### src/hdl/acfe_pkg.sv
// Shared types, constants and frame codes for the actuator command frame encoder.
`timescale 1ns / 1ps
`default_nettype none

package acfe_pkg;

    localparam int VAL_W       = 32;
    localparam int RANGE_W     = 2 * VAL_W;
    localparam int FRAME_W     = 64;
    localparam int ID_W        = 11;
    localparam int CFG_IDX_W   = 3;
    localparam int POS_BITS    = 16;
    localparam int GAIN_BITS   = 12;
    localparam int QUO_W       = POS_BITS;
    localparam int DIVIDEND_W  = VAL_W + QUO_W;
    localparam int PREP_STAGES = 3;
    localparam int DIV_STAGES  = QUO_W;
    localparam int PIPE_DEPTH  = 1 + PREP_STAGES + DIV_STAGES;
    localparam int NUM_RANGES  = 5;

    typedef enum logic [1:0] {
        OP_MOVE    = 2'd0,
        OP_ENABLE  = 2'd1,
        OP_DISABLE = 2'd2,
        OP_ZERO    = 2'd3
    } t_op;

    localparam logic [CFG_IDX_W-1:0] REG_MOTOR_ID  = 3'd0;
    localparam logic [CFG_IDX_W-1:0] REG_POS_RANGE = 3'd1;
    localparam logic [CFG_IDX_W-1:0] REG_VEL_RANGE = 3'd2;
    localparam logic [CFG_IDX_W-1:0] REG_TRQ_RANGE = 3'd3;
    localparam logic [CFG_IDX_W-1:0] REG_KP_RANGE  = 3'd4;
    localparam logic [CFG_IDX_W-1:0] REG_KD_RANGE  = 3'd5;

    localparam int RNG_POS = 0;
    localparam int RNG_VEL = 1;
    localparam int RNG_TRQ = 2;
    localparam int RNG_KP  = 3;
    localparam int RNG_KD  = 4;

    localparam logic [FRAME_W-1:0] FRAME_ENABLE  = 64'hFFFF_FFFF_FFFF_FFFC;
    localparam logic [FRAME_W-1:0] FRAME_DISABLE = 64'hFFFF_FFFF_FFFF_FFFD;
    localparam logic [FRAME_W-1:0] FRAME_ZERO    = 64'hFFFF_FFFF_FFFF_FFFE;

endpackage

`default_nettype wire

### src/hdl/acfe_div.sv
// Pipelined restoring divider, one quotient bit per stage.
`timescale 1ns / 1ps
`default_nettype none

module acfe_div (
    input  wire logic                                i_clk,
    input  wire logic                                i_en,
    input  wire logic [acfe_pkg::DIVIDEND_W-1:0]     i_dividend,
    input  wire logic [acfe_pkg::VAL_W-1:0]          i_span,
    output logic [acfe_pkg::QUO_W-1:0]               o_quotient
);

    localparam int W  = acfe_pkg::VAL_W;
    localparam int QW = acfe_pkg::QUO_W;
    localparam int NS = acfe_pkg::DIV_STAGES;

    logic [W-1:0]  r_rem  [NS];
    logic [QW-1:0] r_low  [NS];
    logic [W-1:0]  r_span [NS];
    logic [QW-1:0] r_quo  [NS];

    for (genvar k = 0; k < NS; k++) begin : g_stage
        logic [W-1:0]  w_rem_in;
        logic [QW-1:0] w_low_in;
        logic [W-1:0]  w_span_in;
        logic [QW-1:0] w_quo_in;
        logic [W:0]    w_trial;
        logic [W:0]    w_sub;
        logic          w_ge;

        if (k == 0) begin : g_first
            // quotient fits QW bits, so the top part is already below the span
            assign w_rem_in  = i_dividend[acfe_pkg::DIVIDEND_W-1:QW];
            assign w_low_in  = i_dividend[QW-1:0];
            assign w_span_in = i_span;
            assign w_quo_in  = '0;
        end else begin : g_next
            assign w_rem_in  = r_rem[k-1];
            assign w_low_in  = r_low[k-1];
            assign w_span_in = r_span[k-1];
            assign w_quo_in  = r_quo[k-1];
        end

        always_comb begin
            w_trial = {w_rem_in, w_low_in[QW-1]};
            w_sub   = w_trial - {1'b0, w_span_in};
            w_ge    = w_trial >= {1'b0, w_span_in};
        end

        always_ff @(posedge i_clk) begin
            if (i_en) begin
                r_rem[k]  <= w_ge ? w_sub[W-1:0] : w_trial[W-1:0];
                r_low[k]  <= {w_low_in[QW-2:0], 1'b0};
                r_span[k] <= w_span_in;
                r_quo[k]  <= {w_quo_in[QW-2:0], w_ge};
            end
        end
    end

    assign o_quotient = r_quo[NS-1];

endmodule

`default_nettype wire

### config.mk
export PLATFORM = sky130hd
export DESIGN_NAME = acfe_div
export DESIGN_NICKNAME = d
export VERILOG_FILES = /design/src/hdl/acfe_pkg.sv /design/src/hdl/acfe_div.sv
export SDC_FILE = /design/constraint.sdc
export NUM_CORES = 2
export LEC_CHECK = 0
export ABC_AREA = 1
export BUFFER_PORTS_ARGS = -buffer_cell sky130_fd_sc_hd__buf_2
export CORE_MARGIN = 5
export CORE_UTILIZATION = 60
export DETAILED_ROUTE_END_ITERATION = 10
export PLACE_DENSITY = 0.76
export SLEW_MARGIN = 20
export SYNTH_ARGS = -nofsm -noshare
export SYNTH_HDL_FRONTEND = slang
export SYNTH_SLANG_ARGS = --single-unit
### constraint.sdc
create_clock -name i_clk -period 2.2 [get_ports i_clk]
set_input_delay 0.44 -clock i_clk [delete_from_list [all_inputs] [get_ports i_clk]]
set_output_delay 0.44 -clock i_clk [all_outputs]
set_load 0.01 [all_outputs]
==> results of run 1 <==
[what timing repair did]
action                                  in CTS
cloned                                      37
endpoints found under the setup margin     461
pin swaps                                  324
hold buffers                                53
gates resized for setup                   1300
endpoints found under the hold margin       59
setup buffers                              360
[metrics by stage]
step / hold WS [ns] / std cells / util, % / worst slack [ns]
4_1_cts: 0.0344 / 16000 / 85.3 / -0.162
3_3_place_gp: 0.400 / 15300 / 74.4 / -0.540
3_5_place_dp: 0.405 / 15300 / 74.4 / -0.544
2_1_floorplan: 0.400 / 11200 / - / 0.154
[routing by layer]
| layer | track usage (%) | GRT overflow |
|---|---|---|
| met1 | 87.6 | 144 |
| met2 | 110 | 3967 |
| met3 | 80.9 | 142 |
| met4 | 103 | 1562 |
| met5 | 64.9 | 21 |
[cell families after synthesis]
kind of cell             count (synthesis)  share of synthesized area, %
XOR/XNOR                               211                          2.19
AO/OA/AOI/OAI                          367                          2.26
flip-flops                            1216                          43.3
AND/OR/NAND/NOR                       6388                          32.5
adder cells (fa/ha/maj)                527                          7.96
buffers and inverters                 2484                          11.7
==> metrics, run 1 <==
largest net degree at the start of global routing=110; IO Port Bufs=97; Post-synth ARST share=0%; die width=385 um; area post-placement=0.104 mm^2; Mean Syn Cell Area=7.53 um^2; worst ep type=sequential cell input; status=aborted with a tool error; most common cell in the netlist=nand2_1; gpl congestion=1.04; synth warn=0; grt total ovfl=5836; gr usage total=94.0%; Clock Sink Count=1216; Worst endpoint, post-GRT repair=r_rem[0][33]$_DFFE_PP_/D; top-area cell type share of the netlist area=43.3%; Root Driver=clkbuf_16; Synth area leader=edfxtp_1; Seq/Total Area, Yosys=43.3%; Row Count=137; Unique masters post-synth=36; Synth area leaders=edfxtp_1 43%, nand2_1 19%, inv_1 10%; Synth Register Bits=1216; Err=[ERROR GRT-0232] Routing congestion too high. Check the congestion heatmap in the GUI.; CTS H-tree lvls=4; syn_nets=11800; # IOs=98; commonest cells in the synthesized netlist=4299 x nand2_1, 2332 x inv_1, 1216 x edfxtp_1, 865 x nand3_1, 602 x nor2_1; EDFF count, synth=1216; Detailed Place HPWL=238000 um; die height=385 um; Clock Path Buffers=3; Synth Cell Area=0.0842 mm^2; Fail Step=global routing; Synth Flop Type=edfxtp_1; Initial Util=60.4%; TritonCTS buffer count=138; Mapped Cells=11200
==> run 2, diff against run 1 <==
- CORE_UTILIZATION: 60 -> 40
- PLACE_DENSITY: 0.76 -> not set
- PLACE_DENSITY_LB_ADDON: not set -> 0.15
==> run 2 against run 1 <==
Compared with the run above:
- the flow now finishes, with violations (negative setup slack)
- area after synthesis stayed put
- synthesized cell count stayed put
==> metrics, run 2 <==
status=finished with violations (was aborted with a tool error); failing checks=negative setup slack; Critical Path Max Stage Delay=0.52 ns; global-route wire length before repair=506000 um; Nets=15200; CP required=2.89 ns; Crit path max-delay family=simple AND/OR/NAND/NOR gates; Seq/Total Area, Yosys=43.3% (unchanged); Arr. time, crit path=3.11 ns; static leakage=66.5 nW; Max Clock Skew=0.0343 ns; EDFF count, synth=1216 (unchanged); synthesis-to-layout area growth=56.2%; fraction of layout cells with a size suffix above 1=39.9%; crit-path cells=ha_4 -> nand2_2 -> buf_6 -> nor2_4 -> inv_2 -> nor2_4 -> inv_2 -> nor3_4 -> buf_6 -> nand2_8 -> nand2_8 -> buf_12 -> nand2_1 -> nand2_1; Detailed Place HPWL=275000 um (was 238000 um); Root Driver=clkbuf_16 (unchanged); drt total wl=354000 um; Buf/Inv on CP=5; Routed Antenna Nets=0; Slew HR=57.2%; final period utilization=110%; Hold WC Path Type=input port to register; Mean Syn Cell Area=7.53 um^2 (unchanged); vias in the first global route=81700; vias after detailed routing=85800; Clock Sink Count=1216 (unchanged); Synth area leaders=edfxtp_1 43%, nand2_1 19%, inv_1 10% (unchanged); Top Registers=r_rem (480), r_span (480), r_quo (136); Initial Util=40.2% (was 60.4%); Max-cap violations=0; Synth Flop Type=edfxtp_1 (unchanged); Post-synth ARST share=0% (unchanged); top-area cell type share of the netlist area=43.3% (unchanged); initial antenna violation count=26; WHS=0.0616 ns; CTS H-tree lvls=4 (unchanged); final worst slack=-0.223 ns; clock latency on the worst-skew pair=0.82 ns; most frequent cells in the layout=3457 x nand2_1, 2901 x buf_4, 2071 x inv_1, 1216 x edfxtp_1, 648 x nand2_2; largest net degree at the start of global routing=102; # IOs=98 (unchanged); syn_nets=11800 (unchanged); Setup crit end kind=register; Slew Viols, Final=0; grt total ovfl=0; TritonCTS buffer count=147 (was 138); Pwr Density=1420 mW/mm^2; Final Hold Viols=0; Fmax=0.413 GHz; Synth Cell Area=0.0842 mm^2 (unchanged); routed len/inst=20.2 um; highest-delay cell along the critical path=edfxtp_1; Clock Path Buffers=3 (unchanged); die height=469 um (was 385 um); gr usage total=30.6%; fin util=62.8%; Critical Path Fanout Max=7; Synth Register Bits=1216 (unchanged); worst slew pin tran=0.636 ns; fin crit period=2.42 ns; final setup fails=457; Synth area leader=edfxtp_1 (unchanged); Tot Pwr=187 mW; most common cell after layout, fill and taps aside=nand2_1; Unique masters post-synth=36 (unchanged); commonest cells in the synthesized netlist=4299 x nand2_1, 2332 x inv_1, 1216 x edfxtp_1, 865 x nand3_1, 602 x nor2_1 (unchanged); Mapped Cells=11200 (unchanged); gpl congestion=0.992 (was 1.04); Iter 0 DRT Violations=7200; Reg clk slew, reported paths=0.06 ns; die width=469 um (was 385 um); synth warn=0 (unchanged); Pre-antenna DRT Iters=8; element type at the critical path start=register; IO Port Bufs=97 (unchanged); Row Count=168 (was 137); most common cell in the netlist=nand2_1 (unchanged); Via-to-Cell Ratio=4.90; critical path start-end classification=register to register; CTS tree=yes; Core ar.=0.210 mm^2; Die ar.=0.220 mm^2; VDD IR max=1.01 mV; DRC=0; unrepaired setup endpoints after global routing=true
[run 2: cell counts after synthesis]
Identical to the previous run, type by type.
[run 2: final timing paths]
kind | from | endpoint | slack [ns] | cells after the start
max reg2reg | r_rem[1][86] | r_rem[1][113] | -0.22 | 14
min reg2reg | r_low[0][54] | r_low[0][70] | 0.40 | 0
min | i_dividend[18] | r_rem[0][3] | 0.06 | 4
max | r_rem[1][86] | r_rem[1][113] | -0.22 | 14
[run 2: logic make-up (layout without fill, tap and decap cells)]
kind of cell | after synthesis | after routing | share of synthesized area (%)
xor+xnor | 211 | 211 | 2.19
compound gates | 367 | 367 | 2.26
flops | 1216 | 1216 | 43.3
simple gates | 6388 | 6407 | 32.5
fa+ha+maj | 527 | 527 | 7.96
buf+inv | 2484 | 5987 | 11.7
other cells | 0 | 3 | 0
[run 2: final cells by class]
cell class | instances | area [um^2]
inverter | 2344 | 8820
timing repair buffer | 3373 | 28300
multi-input combinational | 7512 | 49500
fill | 18300 | 78000
clock buffer | 167 | 3750
antenna | 3 | 7.51
tap | 2805 | 3510
clock inverter | 103 | 1130
sequential | 1216 | 36500
[run 2: metal layers]
layer / vias to the layer above / track usage, % / wire (um)
li1: 41900 / - / -
met1: 40700 / 43.3 / 159000
met2: 2688 / 48.9 / 160000
met3: 551 / 4.39 / 23900
met4: 4 / 8.81 / 12200
met5: - / 0 / 20
[run 2: metrics by stage]
stage	worst slack [ns]	instance area [um^2]	setup TNS [ns]	std cells
5_1_grt	-0.308	132000	-94.92	17500
6_report	-0.223	132000	-57.62	17500
2_1_floorplan	0.154	84200	0	11200
3_5_place_dp	-0.599	108000	-179.06	16500
3_3_place_gp	-0.621	108000	-179.34	16500
4_1_cts	-0.232	123000	-62.01	17200
[run 2: power by group]
| part | leakage, nW | switching, mW | internal, mW |
|---|---|---|---|
| clock | 2.34 | 10.7 | 14.0 |
| sequential | 11.9 | 5.67 | 33.9 |
| combinational | 52.2 | 65.9 | 56.7 |
[run 2: worst register-to-register path, cell delays in order (launching register included)]
cell and delay (ns):
edfxtp_1 0.52, ha_4 0.37, nand2_2 0.07, buf_6 0.11
nor2_4 0.11, inv_2 0.07, nor2_4 0.10, inv_2 0.06
nor3_4 0.21, buf_6 0.16, nand2_8 0.10, nand2_8 0.15
buf_12 0.14, nand2_1 0.07, nand2_1 0.06
[run 2: what timing repair did]
| action | 4_1_cts | 5_1_grt |
|---|---|---|
| endpoints found under the setup margin | 462 | 495 |
| gates cloned | 40 | 31 |
| pin swaps | 365 | 539 |
| gates resized for setup | 1308 | 1469 |
| hold buffers | 52 | 0 |
| buffers inserted | 329 | 288 |
| endpoints found under the hold margin | 55 | 0 |
Power figures use the tool's default switching activity.
