[config.mk]
export PLATFORM = sky130hd
export DESIGN_NAME = acfe_prep
export DESIGN_NICKNAME = d
export VERILOG_FILES = /design/src/hdl/acfe_pkg.sv /design/src/hdl/acfe_prep.sv
export SDC_FILE = /design/constraint.sdc
export NUM_CORES = 1
export LEC_CHECK = 0
export ABC_AREA = 1
export BUFFER_PORTS_ARGS = -buffer_cell sky130_fd_sc_hd__buf_4
export CAP_MARGIN = 10
export CORE_MARGIN = 2
export CORE_UTILIZATION = 32
export CTS_BUF_LIST = sky130_fd_sc_hd__clkbuf_16
export DETAILED_ROUTE_END_ITERATION = 12
export PLACE_DENSITY = 0.57
export SYNTH_ARGS = -nofsm -noshare
export SYNTH_HDL_FRONTEND = slang
export SYNTH_SLANG_ARGS = --single-unit
[constraint.sdc]
create_clock -name i_clk -period 2.4 [get_ports i_clk]
set_input_delay 0.36 -clock i_clk [delete_from_list [all_inputs] [get_ports i_clk]]
set_output_delay 0.36 -clock i_clk [all_outputs]
set_load 0.1 [all_outputs]
[src/hdl/acfe_pkg.sv]
// Shared types, constants and frame codes for the actuator command frame encoder.
`timescale 1ns / 1ps
`default_nettype none

package acfe_pkg;

    localparam int VAL_W       = 32;
    localparam int RANGE_W     = 2 * VAL_W;
    localparam int FRAME_W     = 64;
    localparam int ID_W        = 11;
    localparam int CFG_IDX_W   = 3;
    localparam int POS_BITS    = 16;
    localparam int GAIN_BITS   = 12;
    localparam int QUO_W       = POS_BITS;
    localparam int DIVIDEND_W  = VAL_W + QUO_W;
    localparam int PREP_STAGES = 3;
    localparam int DIV_STAGES  = QUO_W;
    localparam int PIPE_DEPTH  = 1 + PREP_STAGES + DIV_STAGES;
    localparam int NUM_RANGES  = 5;

    typedef enum logic [1:0] {
        OP_MOVE    = 2'd0,
        OP_ENABLE  = 2'd1,
        OP_DISABLE = 2'd2,
        OP_ZERO    = 2'd3
    } t_op;

    localparam logic [CFG_IDX_W-1:0] REG_MOTOR_ID  = 3'd0;
    localparam logic [CFG_IDX_W-1:0] REG_POS_RANGE = 3'd1;
    localparam logic [CFG_IDX_W-1:0] REG_VEL_RANGE = 3'd2;
    localparam logic [CFG_IDX_W-1:0] REG_TRQ_RANGE = 3'd3;
    localparam logic [CFG_IDX_W-1:0] REG_KP_RANGE  = 3'd4;
    localparam logic [CFG_IDX_W-1:0] REG_KD_RANGE  = 3'd5;

    localparam int RNG_POS = 0;
    localparam int RNG_VEL = 1;
    localparam int RNG_TRQ = 2;
    localparam int RNG_KP  = 3;
    localparam int RNG_KD  = 4;

    localparam logic [FRAME_W-1:0] FRAME_ENABLE  = 64'hFFFF_FFFF_FFFF_FFFC;
    localparam logic [FRAME_W-1:0] FRAME_DISABLE = 64'hFFFF_FFFF_FFFF_FFFD;
    localparam logic [FRAME_W-1:0] FRAME_ZERO    = 64'hFFFF_FFFF_FFFF_FFFE;

endpackage

`default_nettype wire

[src/hdl/acfe_prep.sv]
// Three-stage clamp, offset and scale of one Q16.16 value ahead of the divider.
`timescale 1ns / 1ps
`default_nettype none

module acfe_prep #(
    parameter int BITS = acfe_pkg::GAIN_BITS
) (
    input  wire logic                                i_clk,
    input  wire logic                                i_en,
    input  wire logic signed [acfe_pkg::VAL_W-1:0]   i_value,
    input  wire logic [acfe_pkg::RANGE_W-1:0]        i_range,
    output logic [acfe_pkg::DIVIDEND_W-1:0]          o_dividend,
    output logic [acfe_pkg::VAL_W-1:0]               o_span
);

    localparam int W = acfe_pkg::VAL_W;

    logic signed [W-1:0] w_lo;
    logic signed [W-1:0] w_hi;
    logic                w_ok;
    logic signed [W-1:0] w_vc;
    logic [W:0]          w_span;
    logic [W:0]          w_diff;

    logic signed [W-1:0] r1_vc;
    logic signed [W-1:0] r1_lo;
    logic [W-1:0]        r1_span;
    logic                r1_ok;
    logic [W-1:0]        r2_num;
    logic [W-1:0]        r2_span;
    logic [acfe_pkg::DIVIDEND_W-1:0] r3_dividend;
    logic [W-1:0]        r3_span;

    always_comb begin
        w_lo   = $signed(i_range[W-1:0]);
        w_hi   = $signed(i_range[2*W-1:W]);
        w_ok   = w_hi > w_lo;
        if (i_value > w_hi) begin
            w_vc = w_hi;
        end else if (i_value < w_lo) begin
            w_vc = w_lo;
        end else begin
            w_vc = i_value;
        end
        w_span = {w_hi[W-1], w_hi} - {w_lo[W-1], w_lo};
        w_diff = {r1_vc[W-1], r1_vc} - {r1_lo[W-1], r1_lo};
    end

    // empty range: zero numerator over a unit span gives code 0
    always_ff @(posedge i_clk) begin
        if (i_en) begin
            r1_vc       <= w_vc;
            r1_lo       <= w_lo;
            r1_ok       <= w_ok;
            r1_span     <= w_ok ? w_span[W-1:0] : {{(W-1){1'b0}}, 1'b1};
            r2_num      <= r1_ok ? w_diff[W-1:0] : '0;
            r2_span     <= r1_span;
            r3_dividend <= ({{acfe_pkg::QUO_W{1'b0}}, r2_num} << BITS)
                         - {{acfe_pkg::QUO_W{1'b0}}, r2_num};
            r3_span     <= r2_span;
        end
    end

    assign o_dividend = r3_dividend;
    assign o_span     = r3_span;

endmodule

`default_nettype wire

# Word level (Yosys, flattened, before mapping)
# Cells that the tools add are included.
classes:
  muxes: 2
  add_sub_neg: 3
  magnitude_cmp: 3
ops:
  columns: ["cell", "count"]
  rows:
  - ["> comparator 32 bit", 2]
  - ["2-to-1 mux 32 bit", 2]
  - ["subtractor 32 bit", 2]
  - ["subtractor 44 x 32 -> 45 bit", 1]
  - ["less-than comparator 32 bit", 1]
word_totals:
  elab_cells: 16
  input_bits: 98
  output_inout_bits: 80
  reg_bits: 241

# Depth between registers and ports, before layout
# Gate-level depths: netlist of run 1.
logic_depth:
  ltp_word: 3
  depth_mapped: 17
  ltp_nobuf: 16

# Least setup slack after synthesis of run 1
# OpenSTA, ideal clock, no wires.
synth_timing:
  kind: "in2reg"
  startpoint: "in i_range[32] in the netlist's numbering"
  endpoint: "reg r1_span[4] (data pin)"
  n_path_buf: 1
  required_ns: 2.144
  setup_time_ns: 0.256
  path_slack_ns: 0.158
  arrival_time_ns: 1.986
  cell_stages: 12
  path_cell_list: "inv_1 > ha_1 > fa_1 > o21ai_2 > a21oi_2 > o21ai_4 > nand2_2 > nand2_1 > nand2_1 > nand3_4 > buf_4 > nor2_1"
synth_via:
  elab_chain_len: 1
  word_cells_on_any_way: 2
  classes_between: "add/sub: 1; order compare: 1"
synth_lines:
  columns: ["item", "line_no", "text"]
  rows:
  - ["start, declared", "acfe_prep.sv:11", "input wire logic [acfe_pkg::RANGE_W-1:0] i_range,"]
  - ["subtractor 32 bit / > comparator 32 bit (equally long branches)", "acfe_prep.sv:45, acfe_prep.sv:37", null]
  - ["end signal, assigned", "acfe_prep.sv:55", "r1_span <= w_ok ? w_span[W-1:0] : {{(W-1){1'b0}}, 1'b1};"]
  - ["end, declared", "acfe_prep.sv:27", "logic [W-1:0] r1_span;"]
# Several ways; a longest one is shown, not always the timed one.
# A chain may end at the register's enable or synchronous reset.

# Worst setup path in the final report of run 1
layout_timing:
  startpoint: "in i_range[8] in the netlist's numbering"
  endpoint: "reg r1_vc[13] (data pin)"
layout_via:
  elab_chain_len: 3
layout_lines:
  columns: ["item", "line_no", "text"]
  rows:
  - ["less-than comparator 32 bit", "acfe_prep.sv:40", "end else if (i_value < w_lo) begin"]
  - ["2-to-1 mux 32 bit", "acfe_prep.sv:40", null]
  - ["2-to-1 mux 32 bit", "acfe_prep.sv:38", "if (i_value > w_hi) begin"]
  - ["named net w_vc[13]", "acfe_prep.sv:21", "logic signed [W-1:0] w_vc;"]
  - ["end signal, assigned", "acfe_prep.sv:52", "r1_vc <= w_vc;"]
  - ["end, declared", "acfe_prep.sv:25", "logic signed [W-1:0] r1_vc;"]
# The timed path passes the listed nets, and every way through them passes these cells.

==> results of run 1 <==
==> repair_timing <==
item                       in CTS  in global routing
hold buffers                   16                  0
buffers inserted                1                 10
resized for setup              10                148
cloned                          0                 12
setup endpoints to repair      11                 98
hold endpoints to repair       16                  0
pin swaps                       1                 29
==> per-stage QoR <==
stage / cell area, sq um / instances / util (%)
global placement: 20500 / 3016 / 41.2
CTS: 21600 / 3084 / 43.4
floorplan: 16000 / 1889 / -
global route: 22600 / 3106 / 45.2
detailed placement: 20500 / 3016 / 41.2
finish: 22600 / 3106 / 45.2
==> worst paths after layout <==
path	from	end	slack [ps]	cells past startpoint
hold / removal	i_range[2]	r1_lo[2]	40	2
setup reg to reg	r2_num[12]	o_dividend[29]	90	12
setup / recovery	i_range[8]	r1_vc[13]	-20	16
hold reg to reg	r2_span[9]	o_span[9]	410	0
==> flip-flops by register name, indices dropped and copies added (netlist names) <==
signal      flops
o_dividend     45
o_span         32
r1_lo          32
r1_ok           1
r1_span        32
r1_vc          32
r2_num         32
r2_span        32
==> routing by layer <==
layer  vias up  global-route usage [%]  share of wire [%]
met4         0                    7.07                4.5
met2       427                    34.9                 50
met3       118                    2.35                4.4
met1      6967                    24.4                 42
li1       7509                       -                  -
met5         -                       0                  0
==> cells in the final DEF, fill, tap and decap left out, types with 9 or more instances in the layout <==
cell type / n
o21a_1: 9
xor2_1: 45
inv_1: 291
nor2_2: 21
a21oi_1: 146
o21bai_1: 9
dlygate4sd3_1: 14
buf_12: 12
a21oi_2: 30
clkbuf_16: 37
nand2_2: 17
nor3_1: 29
o21ai_1: 20
o21ai_0: 75
nand4_1: 50
edfxtp_1: 238
nor2_1: 175
nand2_1: 300
a21o_1: 13
nand3_1: 147
buf_4: 480
xnor2_1: 9
inv_2: 10
ha_4: 14
ha_1: 129
==> logic make-up after synthesis <==
family / synth area share, %
AO/OA/AOI/OAI: 11.3
XOR/XNOR: 3.06
adder cells (fa/ha/maj): 11.7
buffers and inverters: 7.91
flip-flops: 44.5
AND/OR/NAND/NOR: 21.4
==> worst reg2reg max path, stage by stage (launching register included) <==
cell and delay (ps):
edfxtp_1 480, inv_1 130, ha_4 300, nand2_1 80, buf_4 150, nor2_2 160
a21oi_2 110, o21ai_1 180, nand2_1 70, nand2_1 110, nand3_2 100, nand3_1 80
nand2_1 80
==> cell type report <==
type	instances	area (sq um)	area share [%]
Clock buffer	28	701	3.11
Clock inverter	23	191	0.849
Inverter	297	1120	4.95
Multi-Input combinational cell	1322	8210	36.4
Sequential cell	238	7150	31.7
Tap cell	672	841	3.73
Timing Repair Buffer	526	4340	19.3
==> power groups by stage <==
stage	Sequential, mW	Clock [mW]	Combinational (mW)
floorplan	7.34	0	2.84
global placement	5.74	0	7.10
global route	5.72	4.36	8.34
finish	5.65	4.09	7.72
CTS	5.66	4.22	7.20
detailed placement	5.73	0	7.13
==> flow_metrics.env, run 1 <==
export IMPL_status="finished, violations left"
export IMPL_violations="negative setup slack"
export IMPL_place_congestion=0.939
export IMPL_skew_ps=32.1
export IMPL_wl_per_cell_microns=17.4
export IMPL_slew_violations=0
export IMPL_synthCells=1889
export IMPL_rsz0062_at_grt="true"
export IMPL_layout_drive_gt1_share_pct=28.7
export IMPL_p_seq_share_pct=32.4
export IMPL_synth_most_common_cell="nand2_1"
export IMPL_hold_viol_final=0
export IMPL_synth_main_ff_cell="edfxtp_1"
export IMPL_insertion_delay_ps=590
export IMPL_synth_top_area_share_pct=44.5
export IMPL_critical_path_class="input pin to flip-flop"
export IMPL_switching_power_mw=6.99
export IMPL_cellPowerDensity_mw_per_mm2=774
export IMPL_start_util_pct=32.2
export IMPL_fmax_mhz=413
export IMPL_vias=15021
export IMPL_hold_worst_slack_ps=44.3
export IMPL_post_place_ws_ps=-151
export IMPL_fin_nets=2660
export IMPL_grt_max_degree=57
export IMPL_dr_pass1_iters=6
export IMPL_io_pins=178
export IMPL_fin_ws_ps=-23.3
export IMPL_critPathSlowestCell="dlygate4sd3_1"
export IMPL_die_w_microns=228
export IMPL_track_usage_pct=19.6
export IMPL_ys_seq_area_share_pct=44.5
export IMPL_synth_warnings=0
export IMPL_setup_tns_ps=-23.3
export IMPL_viasPerCell=4.84
export IMPL_synthToLayoutAreaGrowth_pct=40.6
export IMPL_path_clk_slew_ps=60
export IMPL_path_delay_family="buffers and inverters"
export IMPL_sw_frac_of_total_pct=40.0
export IMPL_p_leak_nw=10.4
export IMPL_syn_avg_cell_area_sq_um=8.49
export IMPL_cp_max_fo=12
export IMPL_timing_slew_headroom_pct=66.5
export IMPL_overflow=0
export IMPL_yosysTopAreaCell="edfxtp_1"
export IMPL_grt_pass1_vias=15060
export IMPL_synthArstFlopShare_pct=0
export IMPL_die_h_microns=228
export IMPL_yosysUniqueCellTypes=43
export IMPL_cap_viol_max_count=0
export IMPL_start_kind="input pin"
export IMPL_antenna_found_initial=0
export IMPL_combPwrFrac_pct=44.2
export IMPL_clockRootBuffer="clkbuf_16"
export IMPL_post_route_period_util_pct=101
export IMPL_die_area_sq_mm=0.0519
export IMPL_cpMostUsedCell="nand2_4"
export IMPL_crit_path_max_incr_delay_ps=530
export IMPL_synth_nets=2136
export IMPL_htree_levels=1
export IMPL_period_needed_ps=2420
export IMPL_internal_power_mw=10.5
export IMPL_yosys_top_cells_area="edfxtp_1 45%, ha_1 11%, nand2_1 7.5%"
export IMPL_grt_pass1_wl_microns=80700
export IMPL_coreArea_sq_mm=0.0499
export IMPL_worst_setup_path_end_kind="flip-flop"
export IMPL_synth_edff_count=238
export IMPL_arrival_ps=2760
export IMPL_drt_initial_drc_count=1047
export IMPL_clkPwrFrac_pct=23.4
export IMPL_wl_microns=54100
export IMPL_drt_drc_violations_left=0
export IMPL_antenna_cells=0
export IMPL_report_power_total_mw=17.5
export IMPL_cp_num_buf_inv=5
export IMPL_cts_buffers=28
export IMPL_path_cells="dlygate4sd3_1, buf_4, inv_2, buf_4, ha_1, a21oi_2, o21ai_1, a21oi_1, nand2_2, nand2_4, nand2_4, nand2_4, clkbuf_16, nand3_1, nand3_1, nand2_1"
export IMPL_nFillCells=4937
export IMPL_setup_violations=1
export IMPL_synthesis_area_sq_mm=0.0160
export IMPL_required_ps=2740
export IMPL_ant_nets=0
export IMPL_worst_slew_pin_slew_ps=503
export IMPL_portBuffers=177
export IMPL_row_count=82
export IMPL_cts_sinks=238
export IMPL_ys_ff_latch=238
export IMPL_dp_hpwl_microns=42800
export IMPL_synthTopCellsByCount="320 x nand2_1, 293 x inv_1, 238 x edfxtp_1"
export IMPL_irDropWorstVdd_mv=0.555
export IMPL_cts_tree="done"
export IMPL_hold_class="input pin to flip-flop"
export IMPL_clk_path_buf_depth=3
Note: power is estimated with default switching activity, not from simulation.
==> inputs of run 2 (changes only) <==
- ABC_AREA: 1 -> not set
==> run 2 against run 1 <==
Net effect:
- the flow still finishes with violations (negative setup slack)
- clock skew decreased by 17 ps
- power grew 7.0%
- global-route usage decreased by 1.7 points
- design area rose by 4.4%
- register-to-register slack worse by 540 ps
==> flow_metrics.env, run 2 <==
export IMPL_reg2reg_depth=12
export IMPL_final_cell_mix="585 x buf_4, 238 x edfxtp_1, 132 x inv_1"
export IMPL_viasPerCell=4.92
export IMPL_overflow=0
export IMPL_status="finished, violations left"
export IMPL_synthCells=1414
export IMPL_hold_class="input pin to flip-flop"
export IMPL_ant_nets=0
export IMPL_rsz0062_at_grt="true"
export IMPL_synth_main_ff_cell="edfxtp_1"
export IMPL_die_w_microns=223
export IMPL_critical_path_endpoint="o_dividend[41]"
export IMPL_start_kind="flip-flop"
export IMPL_yosysUniqueCellTypes=74
export IMPL_portBuffers=177
export IMPL_synthArstFlopShare_pct=0
export IMPL_clockRootBuffer="clkbuf_16"
export IMPL_crit_path_max_incr_delay_ps=460
export IMPL_cp_max_fo=3
export IMPL_row_count=80
export IMPL_grt_max_degree=64
export IMPL_antenna_found_initial=1
export IMPL_slew_violations=0
export IMPL_nFillCells=4317
export IMPL_synthesis_area_sq_mm=0.0153
export IMPL_cp_startpoint="r2_num[1]"
export IMPL_grt_pass1_wl_microns=70400
export IMPL_start_util_pct=32.3
export IMPL_report_power_total_mw=18.7
export IMPL_dp_hpwl_microns=35400
export IMPL_critPathSlowestCell="edfxtp_1"
export IMPL_required_ps=2700
export IMPL_reg2reg_from="r2_num[1]"
export IMPL_cap_viol_max_count=0
export IMPL_ys_ff_latch=238
export IMPL_critical_path_class="flip-flop to flip-flop"
export IMPL_synth_nets=1661
export IMPL_grt_pass1_vias=13085
export IMPL_fin_ws_ps=-447
export IMPL_period_needed_ps=2850
export IMPL_fmax_mhz=351
export IMPL_irDropWorstVdd_mv=0.509
export IMPL_hold_viol_final=0
export IMPL_largest_register_ff_count=45
export IMPL_coreArea_sq_mm=0.0474
export IMPL_post_route_period_util_pct=119
export IMPL_wl_per_cell_microns=17.6
export IMPL_rrSetupSlack_ps=-450
export IMPL_design_area_sq_mm=0.0236
export IMPL_register_area_sq_mm=0.00715
export IMPL_wl_microns=46900
export IMPL_setup_violations=71
export IMPL_final_cells=2671
export IMPL_die_area_sq_mm=0.0496
export IMPL_cts_sinks=238
export IMPL_ys_seq_area_share_pct=46.7
export IMPL_path_clk_slew_ps=60
export IMPL_syn_avg_cell_area_sq_um=10.8
export IMPL_synthToLayoutAreaGrowth_pct=53.8
export IMPL_track_usage_pct=17.9
export IMPL_dr_pass1_iters=5
export IMPL_arrival_ps=3140
export IMPL_insertion_delay_ps=560
export IMPL_synthTopCellsByCount="238 x edfxtp_1, 147 x ha_1, 137 x inv_1"
export IMPL_dpl_cell_count=2578
export IMPL_drt_drc_violations_left=0
export IMPL_cts_tree="done"
export IMPL_synth_warnings=0
export IMPL_place_congestion=0.921
export IMPL_yosys_top_cells_area="edfxtp_1 47%, ha_1 12%, a21o_1 3.6%"
export IMPL_io_pins=178
export IMPL_utilization_pct=49.6
export IMPL_yosysTopAreaCell="edfxtp_1"
export IMPL_drt_initial_drc_count=710
export IMPL_vias=13147
export IMPL_violations="negative setup slack"
export IMPL_die_h_microns=223
export IMPL_worst_setup_path_end_kind="flip-flop"
export IMPL_p_leak_nw=10.4
export IMPL_placed_area_sq_mm=0.0210
export IMPL_worst_slew_pin_slew_ps=791
export IMPL_timing_slew_headroom_pct=47.3
export IMPL_synth_top_area_share_pct=46.7
export IMPL_htree_levels=1
export IMPL_synth_most_common_cell="edfxtp_1"
export IMPL_cpMostUsedCell="buf_6"
export IMPL_multi_input_comb_area_sq_mm=0.00891
export IMPL_path_cells="ha_4, a21o_1, a2111oi_4, o21ai_2, a21oi_4, a31oi_4, and3_4, o31ai_4, buf_6, buf_6, nand2_4, xnor2_2"
export IMPL_fin_nets=2280
export IMPL_synth_edff_count=238
export IMPL_cellPowerDensity_mw_per_mm2=794
export IMPL_skew_ps=14.9
export IMPL_cts_buffers=28
export IMPL_final_common_cell="buf_4"
export IMPL_rr_endpoint="o_dividend[41]"
export IMPL_clk_path_buf_depth=3
export IMPL_layout_drive_gt1_share_pct=44.5
## run 2: worst max-delay path, delay by kind of cell (launching register included)
family | cells | cell delay, ps
adder cells (fa/ha/maj) | 1 | 250
flip-flops | 1 | 460
AO/OA/AOI/OAI | 6 | 1270
XOR/XNOR | 1 | 140
AND/OR/NAND/NOR | 2 | 220
buffers and inverters | 2 | 230
## run 2: routing by layer
layer | share of wire [%] | wire (microns) | vias up | GRT usage, %
met1 | 44 | 20600 | 6190 | 23.6
met5 | 0 | 0 | - | 0
met3 | 3.8 | 1790 | 74 | 2.33
li1 | - | - | 6589 | -
met2 | 49 | 22900 | 294 | 30.1
met4 | 3.4 | 1590 | 0 | 6.45
## run 2: power breakdown
| part | internal, mW | switching (mW) |
|---|---|---|
| clock network | 2.74 | 1.72 |
| logic | 3.66 | 4.86 |
| registers | 5.44 | 0.273 |
| total | 11.8 | 6.85 |
## run 2: how the worst min path moves through the flow
stage	slack [ps]	to	cells past startpoint	start
after global placement	400	r2_span[10]	0	r1_span[10]
after CTS	50	r1_lo[24]	2	i_range[24]
after detailed placement	410	r2_span[25]	0	r1_span[25]
after global routing	70	r1_lo[24]	2	i_range[24]
after floorplan	400	o_span[0]	0	r2_span[0]
final	90	r1_lo[24]	2	i_range[24]
## run 2: layout make-up
cell class	count	area share [%]
clock buffer	29	3.08
sequential	238	30.3
tap	615	3.27
timing repair buffer	634	22.1
clock inverter	23	1.09
multi-input combinational	994	37.8
inverter	137	2.30
antenna	1	0.0106
## run 2: cell families after synthesis
family          synth area share, %
flops                          46.7
fa+ha+maj                      12.3
mux                            2.54
simple gates                   12.7
compound gates                 16.4
xor+xnor                       4.63
buf+inv                        4.77
## run 2: stage by stage
| step | worst slack [ps] | hold WS, ps | setup TNS, ps |
|---|---|---|---|
| after CTS | -539 | 50.3 | -10670 |
| after floorplan | -209 | 400 | -9690 |
| after detailed placement | -715 | 406 | -48140 |
| final | -447 | 90.2 | -12390 |
| after global routing | -558 | 70.4 | -18530 |
| after global placement | -697 | 404 | -47540 |
## run 2: timing repair
action,4_1_cts,5_1_grt
pin swaps,59,97
setup endpoints to repair,71,95
resized for setup,60,159
gates cloned,2,8
hold buffers,0,0
buffers inserted,17,22
